--- config.mk ---
export PLATFORM = sky130hd
export DESIGN_NAME = rsmp_hist_mem
export DESIGN_NICKNAME = d
export VERILOG_FILES = /design/src/design/rsmp_pkg.sv /design/src/design/rsmp_hist_mem.sv
export SDC_FILE = /design/constraint.sdc
export NUM_CORES = 2
export LEC_CHECK = 0
export BUFFER_PORTS_ARGS = -buffer_cell sky130_fd_sc_hd__buf_2
export CAP_MARGIN = 20
export CORE_ASPECT_RATIO = 0.9
export CORE_MARGIN = 2
export CORE_UTILIZATION = 63
export DETAILED_ROUTE_END_ITERATION = 10
export PLACE_DENSITY = 0.79
export SYNTH_ARGS = -nofsm -noshare
export SYNTH_HDL_FRONTEND = slang
export SYNTH_SLANG_ARGS = --single-unit
--- constraint.sdc ---
create_clock -name i_clk -period 4 [get_ports i_clk]
set_input_delay 0.2 -clock i_clk [delete_from_list [all_inputs] [get_ports i_clk]]
set_output_delay 0.2 -clock i_clk [all_outputs]
set_load 0.02 [all_outputs]
--- src/design/rsmp_pkg.sv ---
`timescale 1ns / 1ps
`default_nettype none

package rsmp_pkg;

    localparam int SMP_W     = 16;
    localparam int COEF_W    = 16;
    localparam int CFG_W     = 6;
    localparam int DLY_W     = 5;
    localparam int IDX_W     = 2;
    localparam int HIST_AW   = 6;
    localparam int TAP_AW    = 5;
    localparam int PH_AW     = 5;
    localparam int COEF_AW   = PH_AW + TAP_AW;
    localparam int PROD_W    = SMP_W + COEF_W;
    localparam int ACC_W     = PROD_W + TAP_AW + 1;
    localparam int FRAC_BITS = 14;

    localparam logic [CFG_W-1:0] MAX_PHASES = CFG_W'(32);
    localparam logic [CFG_W-1:0] MAX_DECIM  = CFG_W'(32);
    localparam logic [CFG_W-1:0] MAX_TAPS   = CFG_W'(32);

    localparam logic [IDX_W-1:0] REG_INTERP = 2'd0;
    localparam logic [IDX_W-1:0] REG_DECIM  = 2'd1;
    localparam logic [IDX_W-1:0] REG_TAPS   = 2'd2;
    localparam logic [IDX_W-1:0] REG_DELAY  = 2'd3;

    localparam logic CMD_SAMPLE = 1'b0;
    localparam logic CMD_COEF   = 1'b1;

    typedef enum logic [1:0] {
        ST_IDLE,
        ST_MAC,
        ST_DRAIN,
        ST_ROUND
    } t_state;

    typedef struct packed {
        logic clear;
        logic issue;
    } t_mac_ctl;

    typedef struct packed {
        logic              busy;
        logic              clip;
        logic [SMP_W-1:0]  re;
        logic [SMP_W-1:0]  im;
    } t_mac_res;

endpackage

`default_nettype wire

--- src/design/rsmp_hist_mem.sv ---
`timescale 1ns / 1ps
`default_nettype none

module rsmp_hist_mem (
    input  wire logic                          i_clk,
    input  wire logic                          i_rst_n,
    input  wire logic                          i_we,
    input  wire logic [rsmp_pkg::HIST_AW-1:0]  i_waddr,
    input  wire logic [2*rsmp_pkg::SMP_W-1:0]  i_wdata,
    input  wire logic [rsmp_pkg::HIST_AW-1:0]  i_raddr,
    output logic      [2*rsmp_pkg::SMP_W-1:0]  o_rdata,
    output logic                               o_rok
);
    import rsmp_pkg::*;

    localparam int DEPTH = 2 ** HIST_AW;

    logic [2*SMP_W-1:0] r_mem [DEPTH];
    logic [DEPTH-1:0]   r_valid;

    always_ff @(posedge i_clk) begin
        if (i_we) begin
            r_mem[i_waddr] <= i_wdata;
        end
        o_rdata <= r_mem[i_raddr];
    end

    // entries never written since reset give o_rok low, so the MAC reads them as zero
    always_ff @(posedge i_clk) begin
        if (!i_rst_n) begin
            r_valid <= '0;
            o_rok   <= 1'b0;
        end else begin
            if (i_we) begin
                r_valid[i_waddr] <= 1'b1;
            end
            o_rok <= r_valid[i_raddr];
        end
    end

endmodule

`default_nettype wire

==> out/qor.txt <==
TritonCTS clock tree = done
Die Y = 345 um
Post-Route WL = 211000 um
Hold Fails Final Rpt = 0
Power Density = 497 nW/um2
CTS buffer count = 193
First-pass GRT wire length = 298000 um
Commonest non-fill, non-tap cell in the layout = edfxtp_1
Worst setup EP type = flop
Core Area = 129000 um2
CP Depth = 5
Number of global-route vias before repair = 41442
Syn Area/Cell = 22.1 um2
Clk_skew = 0.0198 ns
DP HPWL = 117000 um
Pre-Repair DR Iteration Count = 6
Commonest cells after routing, fill and taps aside = edfxtp_1 (2048), mux4_2 (446), mux2i_1 (218)
Final nets = 4035
Wire length on met1 = 76200 um
Post-synth ARST share = 0%
GPL Wtd Cong = 0.842
Worst hold path class = primary input to flop
Area of the mapped netlist = 81600 um2
Hold-critical path depth = 3
# setup viols final = 0
Least-Margin Pin Slew = 1.12 ns
GRT Resource Usage Total = 32.0%
Beginning of the worst register-to-register path = r_mem[43][3]$_DFFE_PP_
Min-delay src = i_raddr[3]
Skew-Pair Late Insertion Delay = 0.82 ns
Min cycle time layout = 2.59 ns
Slew headroom = 25.0%
GRT overflow = 0
Status = completed
Worst r2r path cells = 5
Mapped Cells = 3691
Crit-path max FO = 12
Required @ worst endpoint = 4.49 ns
Worst path max stage delay = 1.02 ns
Maximum vdd drop = 0.000386 V
CP top delay family = simple AND/OR/NAND/NOR gates
Footprint of the multi-input gates = 17200 um2
Max-Cap Viols = 0
DR iter-0 viols = 6624
Synth Register Bits = 2145
Sequential area share after synthesis = 77.7%
Port Buffers = 79
Critical Path AT = 3.07 ns
Row count = 125
CP Buf/Inv Count = 3
Routed length per instance = 35.9 um
Fin crit share = 64.6%
Unique cell type count in the Yosys netlist = 49
Layout fillers = 7050
Seq. cell area = 63400 um2
CTS sink count = 2145
CP Cell Sequence = dlygate4sd3_1, buf_2, nand4_1, nor2_4, buf_4
H-tree levels = 4
Finished Layout Cells = 5868
DR vias/cell = 7.08
Clk slew on worst S/H paths = 0.07 ns
Fin. max-slew vios = 0
Layout area overhead = 12.8%
Final ANT Viol Nets = 0
Top_reg_cell synth = edfxtp_1
Clk buf depth = 3
Initial core utilization = 63.3%
RSZ-0062 raised after global routing = no
Initial antenna violation count = 9
Post-route setup TNS = 0 ns
Crit path launch type = primary input
CTS Root Cell = clkbuf_16
Die Width = 383 um
Syn Nets = 3738
Largest net degree at the start of global routing = 70
WS Path Type = primary input to flop
Total number of vias = 41568
Dpl cells = 5444
Die area = 132000 um2
Detailed-route DRC error count = 0
Post-synth EDFFs = 2048
Layout cells sized above 1 = 26.2%
Max Clk Rate = 387 MHz
Leakage = 29.5 nW
Io pins = 80
Top sig layer = met5
Synthesis Warnings = 0
Met3 WL post-DR = 25800 um
Routed wl met2 = 99900 um
Crit path from = i_waddr[2]
Slowest-stage cell, CP = nor2_4
[power by group]
group | internal (W) | total [W] | switching, W
sequential | 0.0248 | 0.0249 | 0.000108
combinational | 0.000891 | 0.00240 | 0.00151
clock | 0.0105 | 0.0184 | 0.00796
[worst reg2reg max path, stage by stage (launching register included)]
cell,delay (ns)
edfxtp_1,0.36
mux4_2,0.46
nor2b_1,0.15
a211oi_1,0.44
o22ai_1,0.31
and3_1,0.25
[routing by layer]
metal / up-vias / global-route usage [%]
met5: - / 0
met4: 2 / 13.2
met3: 433 / 7.95
met2: 3182 / 48.4
met1: 21742 / 45.6
li1: 16209 / -
[cell type report]
class | count | area share [%]
diodes | 6 | 0.0163
clock inverters | 104 | 1.03
multi-input cells | 1335 | 18.6
repair buffers | 311 | 3.26
clock buffers | 251 | 5.77
flip-flops and latches | 2145 | 68.9
inverters | 2 | 0.00816
well taps | 1714 | 2.33
[Yosys cell counts (11+ instances only)]
library cell	instances	area (um2)
edfxtp_1	2048	61500
mux4_2	446	10000
mux2i_1	218	2180
a22oi_1	156	1170
dfxtp_1	97	1940
nor2_1	71	267
clkbuf_1	69	259
o22ai_1	68	425
o21a_1	64	480
buf_2	58	290
nand3_1	58	290
nand2_1	49	184
a211oi_1	24	180
nor2b_1	23	144
buf_4	20	150
buf_6	20	225
buf_8	19	285
nor3_1	19	95.1
o221ai_1	14	123
buf_12	13	260
a21oi_1	12	60.1
or3_1	12	75.1
nand2b_1	11	68.8
[what timing repair did]
action	in CTS	in global routing
setup buffers	0	0
gates resized for setup	0	0
hold endpoints to repair	44	875
hold buffers	5	29
[kinds of logic after synthesis]
family / count (synthesis) / share of synthesized area (%)
flip-flops: 2145 / 77.7
multiplexers: 677 / 15.3
AO/OA/AOI/OAI: 388 / 3.54
AND/OR/NAND/NOR: 270 / 1.59
buffers and inverters: 211 / 1.86
[worst paths after layout]
check | to | slack, ns
worst min-delay path | o_rok$_SDFF_PN0_ | 0.15
worst max-delay path | r_mem[39][17]$_DFFE_PP_ | 1.41
worst min register to register | r_valid[22]$_SDFFE_PN0P_ | 0.46
worst max register to register | o_rdata[3]$_DFF_P_ | 1.90
[per-stage QoR]
stage / power (W) / area, um2 / hold slack (ns) / setup WS (ns) / utilization, %
after floorplan: 0.0266 / 81600 / 0.299 / 0.603 / -
after global placement: 0.0276 / 84800 / 0.442 / 1.22 / 65.8
after detailed placement: 0.0276 / 84800 / 0.450 / 1.17 / 65.8
after CTS: 0.0457 / 91100 / 0.0690 / 1.57 / 70.7
after global routing: 0.0467 / 92000 / 0.108 / 1.42 / 71.4
final: 0.0457 / 92000 / 0.151 / 1.41 / 71.4
[registers in the layout (all words and copies together) (netlist names)]
signal / flops
o_rdata: 32
r_mem: 2048
o_rok: 1
r_valid: 64
(Power assumes the default switching activity.)
