--- src/design/rsmp_pkg.sv ---
`timescale 1ns / 1ps
`default_nettype none

package rsmp_pkg;

    localparam int SMP_W     = 16;
    localparam int COEF_W    = 16;
    localparam int CFG_W     = 6;
    localparam int DLY_W     = 5;
    localparam int IDX_W     = 2;
    localparam int HIST_AW   = 6;
    localparam int TAP_AW    = 5;
    localparam int PH_AW     = 5;
    localparam int COEF_AW   = PH_AW + TAP_AW;
    localparam int PROD_W    = SMP_W + COEF_W;
    localparam int ACC_W     = PROD_W + TAP_AW + 1;
    localparam int FRAC_BITS = 14;

    localparam logic [CFG_W-1:0] MAX_PHASES = CFG_W'(32);
    localparam logic [CFG_W-1:0] MAX_DECIM  = CFG_W'(32);
    localparam logic [CFG_W-1:0] MAX_TAPS   = CFG_W'(32);

    localparam logic [IDX_W-1:0] REG_INTERP = 2'd0;
    localparam logic [IDX_W-1:0] REG_DECIM  = 2'd1;
    localparam logic [IDX_W-1:0] REG_TAPS   = 2'd2;
    localparam logic [IDX_W-1:0] REG_DELAY  = 2'd3;

    localparam logic CMD_SAMPLE = 1'b0;
    localparam logic CMD_COEF   = 1'b1;

    typedef enum logic [1:0] {
        ST_IDLE,
        ST_MAC,
        ST_DRAIN,
        ST_ROUND
    } t_state;

    typedef struct packed {
        logic clear;
        logic issue;
    } t_mac_ctl;

    typedef struct packed {
        logic              busy;
        logic              clip;
        logic [SMP_W-1:0]  re;
        logic [SMP_W-1:0]  im;
    } t_mac_res;

endpackage

`default_nettype wire

--- src/design/rsmp_mac.sv ---
`timescale 1ns / 1ps
`default_nettype none

module rsmp_mac (
    input  wire logic                          i_clk,
    input  wire logic                          i_rst_n,
    input  wire rsmp_pkg::t_mac_ctl            i_ctl,
    input  wire logic [rsmp_pkg::COEF_W-1:0]   i_coef,
    input  wire logic [2*rsmp_pkg::SMP_W-1:0]  i_hist,
    input  wire logic                          i_hist_ok,
    output rsmp_pkg::t_mac_res                 o_res
);
    import rsmp_pkg::*;

    localparam int Q_W = ACC_W - FRAC_BITS;

    logic                     r_v1;
    logic                     r_v2;
    logic signed [PROD_W-1:0] r_prod_re;
    logic signed [PROD_W-1:0] r_prod_im;
    logic signed [ACC_W-1:0]  r_acc_re;
    logic signed [ACC_W-1:0]  r_acc_im;

    logic signed [SMP_W-1:0]  smp_re;
    logic signed [SMP_W-1:0]  smp_im;
    logic signed [ACC_W-1:0]  rnd_re;
    logic signed [ACC_W-1:0]  rnd_im;
    logic signed [Q_W-1:0]    q_re;
    logic signed [Q_W-1:0]    q_im;
    logic                     clip_re;
    logic                     clip_im;

    assign smp_re = i_hist_ok ? $signed(i_hist[2*SMP_W-1:SMP_W]) : '0;
    assign smp_im = i_hist_ok ? $signed(i_hist[SMP_W-1:0]) : '0;

    always_ff @(posedge i_clk) begin
        if (!i_rst_n) begin
            r_v1 <= 1'b0;
            r_v2 <= 1'b0;
        end else begin
            r_v1 <= i_ctl.issue;
            r_v2 <= r_v1;
        end
    end

    always_ff @(posedge i_clk) begin
        r_prod_re <= $signed(i_coef) * smp_re;
        r_prod_im <= $signed(i_coef) * smp_im;
        if (i_ctl.clear) begin
            r_acc_re <= '0;
            r_acc_im <= '0;
        end else if (r_v2) begin
            r_acc_re <= r_acc_re + ACC_W'(r_prod_re);
            r_acc_im <= r_acc_im + ACC_W'(r_prod_im);
        end
    end

    // round half up, floor shift, saturate
    always_comb begin
        rnd_re  = r_acc_re + ACC_W'(2 ** (FRAC_BITS - 1));
        rnd_im  = r_acc_im + ACC_W'(2 ** (FRAC_BITS - 1));
        q_re    = rnd_re[ACC_W-1:FRAC_BITS];
        q_im    = rnd_im[ACC_W-1:FRAC_BITS];
        clip_re = (q_re[Q_W-1:SMP_W-1] != '0) && (q_re[Q_W-1:SMP_W-1] != '1);
        clip_im = (q_im[Q_W-1:SMP_W-1] != '0) && (q_im[Q_W-1:SMP_W-1] != '1);

        o_res.busy = r_v1 || r_v2;
        o_res.clip = clip_re || clip_im;
        if (clip_re) begin
            o_res.re = q_re[Q_W-1] ? {1'b1, {(SMP_W-1){1'b0}}} : {1'b0, {(SMP_W-1){1'b1}}};
        end else begin
            o_res.re = q_re[SMP_W-1:0];
        end
        if (clip_im) begin
            o_res.im = q_im[Q_W-1] ? {1'b1, {(SMP_W-1){1'b0}}} : {1'b0, {(SMP_W-1){1'b1}}};
        end else begin
            o_res.im = q_im[SMP_W-1:0];
        end
    end

endmodule

`default_nettype wire
--- config.mk ---
export PLATFORM = sky130hd
export DESIGN_NAME = rsmp_mac
export DESIGN_NICKNAME = d
export VERILOG_FILES = /design/src/design/rsmp_pkg.sv /design/src/design/rsmp_mac.sv
export SDC_FILE = /design/constraint.sdc
export NUM_CORES = 2
export LEC_CHECK = 0
export BUFFER_PORTS_ARGS = -buffer_cell sky130_fd_sc_hd__buf_2
export CAP_MARGIN = 20
export CORE_ASPECT_RATIO = 0.75
export CORE_MARGIN = 5
export CORE_UTILIZATION = 40
export DETAILED_ROUTE_END_ITERATION = 12
export GPL_ROUTABILITY_DRIVEN = 0
export SLEW_MARGIN = 20
export SYNTH_ARGS = -nofsm -noshare
export SYNTH_HDL_FRONTEND = slang
export SYNTH_SLANG_ARGS = --single-unit
export TNS_END_PERCENT = 50
--- constraint.sdc ---
create_clock -name i_clk -period 19.95 [get_ports i_clk]
set_input_delay 0.9975 -clock i_clk [delete_from_list [all_inputs] [get_ports i_clk]]
set_output_delay 0.9975 -clock i_clk [all_outputs]
set_load 0.02 [all_outputs]
==> key figures <==
Run status
  • Status: finished, final reports clean

Logic synthesis
  • Seq/Total Area, Yosys: 9.83%
  • Largest area contributor in the netlist: fa_1
  • Mean Syn Cell Area: 8.83 µm²
  • Synth top cells by count: inv_1, fa_1, nand2_1
  • Post-synth EDFFs: 0
  • Yosys reg bits: 142
  • Post-Syn Area: 28,900 µm²
  • Dominant cell by count in the synthesized netlist: inv_1
  • Synth area leaders: fa_1, ha_1, dfxtp_1
  • Synth Net Count: 4,094
  • Synthesis Warnings: 0
  • Top FF cell, synth: dfxtp_1
  • Post-synth ARST share: 0%
  • Post-synth top area share: 36.4%
  • Yosys cell types: 82
  • Post-Syn Instances: 3,275

STA
  • Fin crit period: 8.56 ns
  • Worst rel slew slack: 27.8%
  • Fin. max-slew vios: 0
  • Hold Violations, Final: 0
  • Period utilisation layout: 42.9%
  • Setup TNS: 0 ns
  • Worst-Margin Slew: 1.08 ns
  • RSZ-0062 raised after global routing: no
  • WHS: 0.448 ns
  • Final Setup Violations: 0
  • Maximum clock rate: 0.117 GHz
  • Max Clock Skew: 0.0185 ns

CTS
  • CTS tree: built
  • CTS max path bufs: 2
  • Clk Tree Root Cell: clkbuf_16
  • Clk sink count: 142
  • Num CTS Buffers: 17
  • Setup bufs post-CTS: 0
  • Worst skew pair latency: 0.45 ns
  • Post-CTS Hold Fix Bufs: 0
  • Clk slew on worst S/H paths: 0.07 ns
  • CTS resizes: 0
  • H-Tree Depth: 4

Power
  • Internal: 1910 µW
  • Max VDD drop: 0.121 mV
  • Power share of the sequential group: 12.3%
  • Sw frac: 51.5%
  • Sw power: 2030 µW
  • Gate power share: 79.1%
  • Static Leak: 0.0159 µW
  • Clock share of power: 8.6%
  • Power density over cell area: 128 nW/µm²
  • Tot Pwr: 3940 µW

Min path
  • Min-Delay Endpoint: r_v2
  • Hold_sp: r_v1
  • WHS Path Cells: 1
  • Hold Crit Class: register to register

Die
  • Die height: 243 µm
  • Die boundary width: 320 µm
  • Core footprint: 71,700 µm²
  • DIE AREA: 77,800 µm²
  • Num rows: 85
  • Io pins: 87
  • Initial Utilization: 40.3%

Setup path
  • Setup CP Type: input pin to register
  • Most used cell along the critical path: fa_1
  • Worst setup EP type: register
  • R2R setup slack: 16.70 ns
  • Slowest cell on the critical path: and2_0
  • Reg-to-Reg Start: r_acc_re[0]
  • Critical Path AT: 8.91 ns
  • Peak per-stage delay on the critical path: 0.76 ns
  • Crit Reg-Reg Endpoint: r_acc_re[24]
  • Critical Path RT: 20.29 ns
  • CP Max Fanout: 119
  • Startpoint types: input pin
  • R2R cell count: 12

Finish
  • Fillers: 7,159
  • Final core occ: 42.8%
  • Final Net Count: 4,062
  • Layout area overhead: 6.15%
  • Share of layout cells above drive strength 1: 5.13%

Placed design
  • Post-DP HPWL: 58.4 mm
  • Port buffer count: 86

GRT
  • Vias in the first global route: 23.2k
  • Initial antenna violation count: 6
  • First-pass GRT wire length: 123 mm
  • Largest net degree at the start of global routing: 120
  • Total track usage: 19.4%
  • Grt ovf: 0

Routing
  • ANT nets after route: 0
  • DRT Pass-1 Iters: 5
  • Wire per inst: 17.3 µm
  • Routed vias/inst: 5.26
  • WL final: 72.7 mm
  • DRC errors left: 0
  • Vias: 22.2k
  • Drt initial violations: 1,405

Run
  • # Max-Cap Violations: 0
==> cell type report <==
cell class | count | area (µm²) | share of cell area, %
flip-flops and latches | 142 | 2850 | 9.27
well taps | 957 | 1200 | 3.90
repair buffers | 97 | 519 | 1.69
clock inverters | 15 | 193 | 0.628
diodes | 1 | 2.50 | 0.00815
multi-input cells | 2387 | 23300 | 75.8
clock buffers | 17 | 425 | 1.39
inverters | 598 | 2240 | 7.31
==> per-stage QoR <==
step,setup WS (ns),area [µm²],instances
after CTS,11.51,30700,4213
final,11.39,30700,4214
after detailed placement,11.07,30100,4181
after floorplan,12.74,28900,3275
after global routing,10.74,30700,4213
after global placement,11.23,30100,4181
==> registers in the layout, summed over array words and instances, names as in the netlist <==
| register | flops |
|---|---|
| r_v1 | 1 |
| r_acc_re | 38 |
| r_v2 | 1 |
| r_acc_im | 38 |
| r_prod_im | 32 |
| r_prod_re | 32 |
==> worst max path at each step <==
stage               startpoint            end  slack (ns)
detailed placement   i_hist_ok  r_prod_re[28]       11.07
finish               i_hist_ok  r_prod_re[28]       11.39
CTS                  i_hist_ok  r_prod_re[28]       11.51
global route         i_hist_ok  r_prod_re[28]       10.74
floorplan            i_hist_ok  r_prod_re[30]       12.74
global placement     i_hist_ok  r_prod_re[28]       11.23
==> cell usage in the layout (no fill, tap or decap), types with 11 or more instances in the layout <==
master and instances:
a211oi_1 24, nor2_1 143, and2_1 24, nor2b_1 11, xor2_1 52, o31ai_1 11, a21o_1 69, mux2i_1 32
or2_2 12, and4_1 12, o21ai_0 96, inv_1 597, and3_1 278, a31oi_1 11, buf_4 11, fa_1 526
nor3_1 28, o21a_1 14, xnor2_1 103, nand2_1 284, ha_1 240, a21oi_1 125, nand3_1 82, nand2b_1 25
dfxtp_1 141, clkbuf_16 17, nand4_1 16, buf_2 85
==> critical path: cells and delay by family <==
| family | cells | cell delay [ns] |
|---|---|---|
| adders and majority gates | 7 | 3.31 |
| and+or+nand+nor | 7 | 1.93 |
| buffers and inverters | 7 | 1.42 |
| AOI/OAI and AO/OA | 4 | 1.14 |
==> cell families after synthesis <==
| kind of cell | Yosys count | share of synthesized area, % |
|---|---|---|
| simple gates | 972 | 17.3 |
| flops | 142 | 9.83 |
| compound gates | 459 | 10.4 |
| fa+ha+maj | 766 | 46.8 |
| buf+inv | 746 | 9.71 |
| xor+xnor | 155 | 4.69 |
| mux | 35 | 1.22 |
==> layer usage <==
layer	GRT usage, %	wire length (µm)	vias up
met1	28.7	35600	11100
met2	30.6	32200	444
met5	0	47	-
met4	3.82	1380	8
li1	-	-	10600
met3	2.66	3560	69
==> power by group through the flow <==
stage	combinational [µW]	clock [µW]	sequential, µW
after floorplan	2420	0	441
after global placement	3110	0	494
after detailed placement	3120	0	493
after CTS	3150	347	487
after global routing	3590	359	491
final	3110	338	483
No activity file was read; power rests on OpenSTA's default activity.
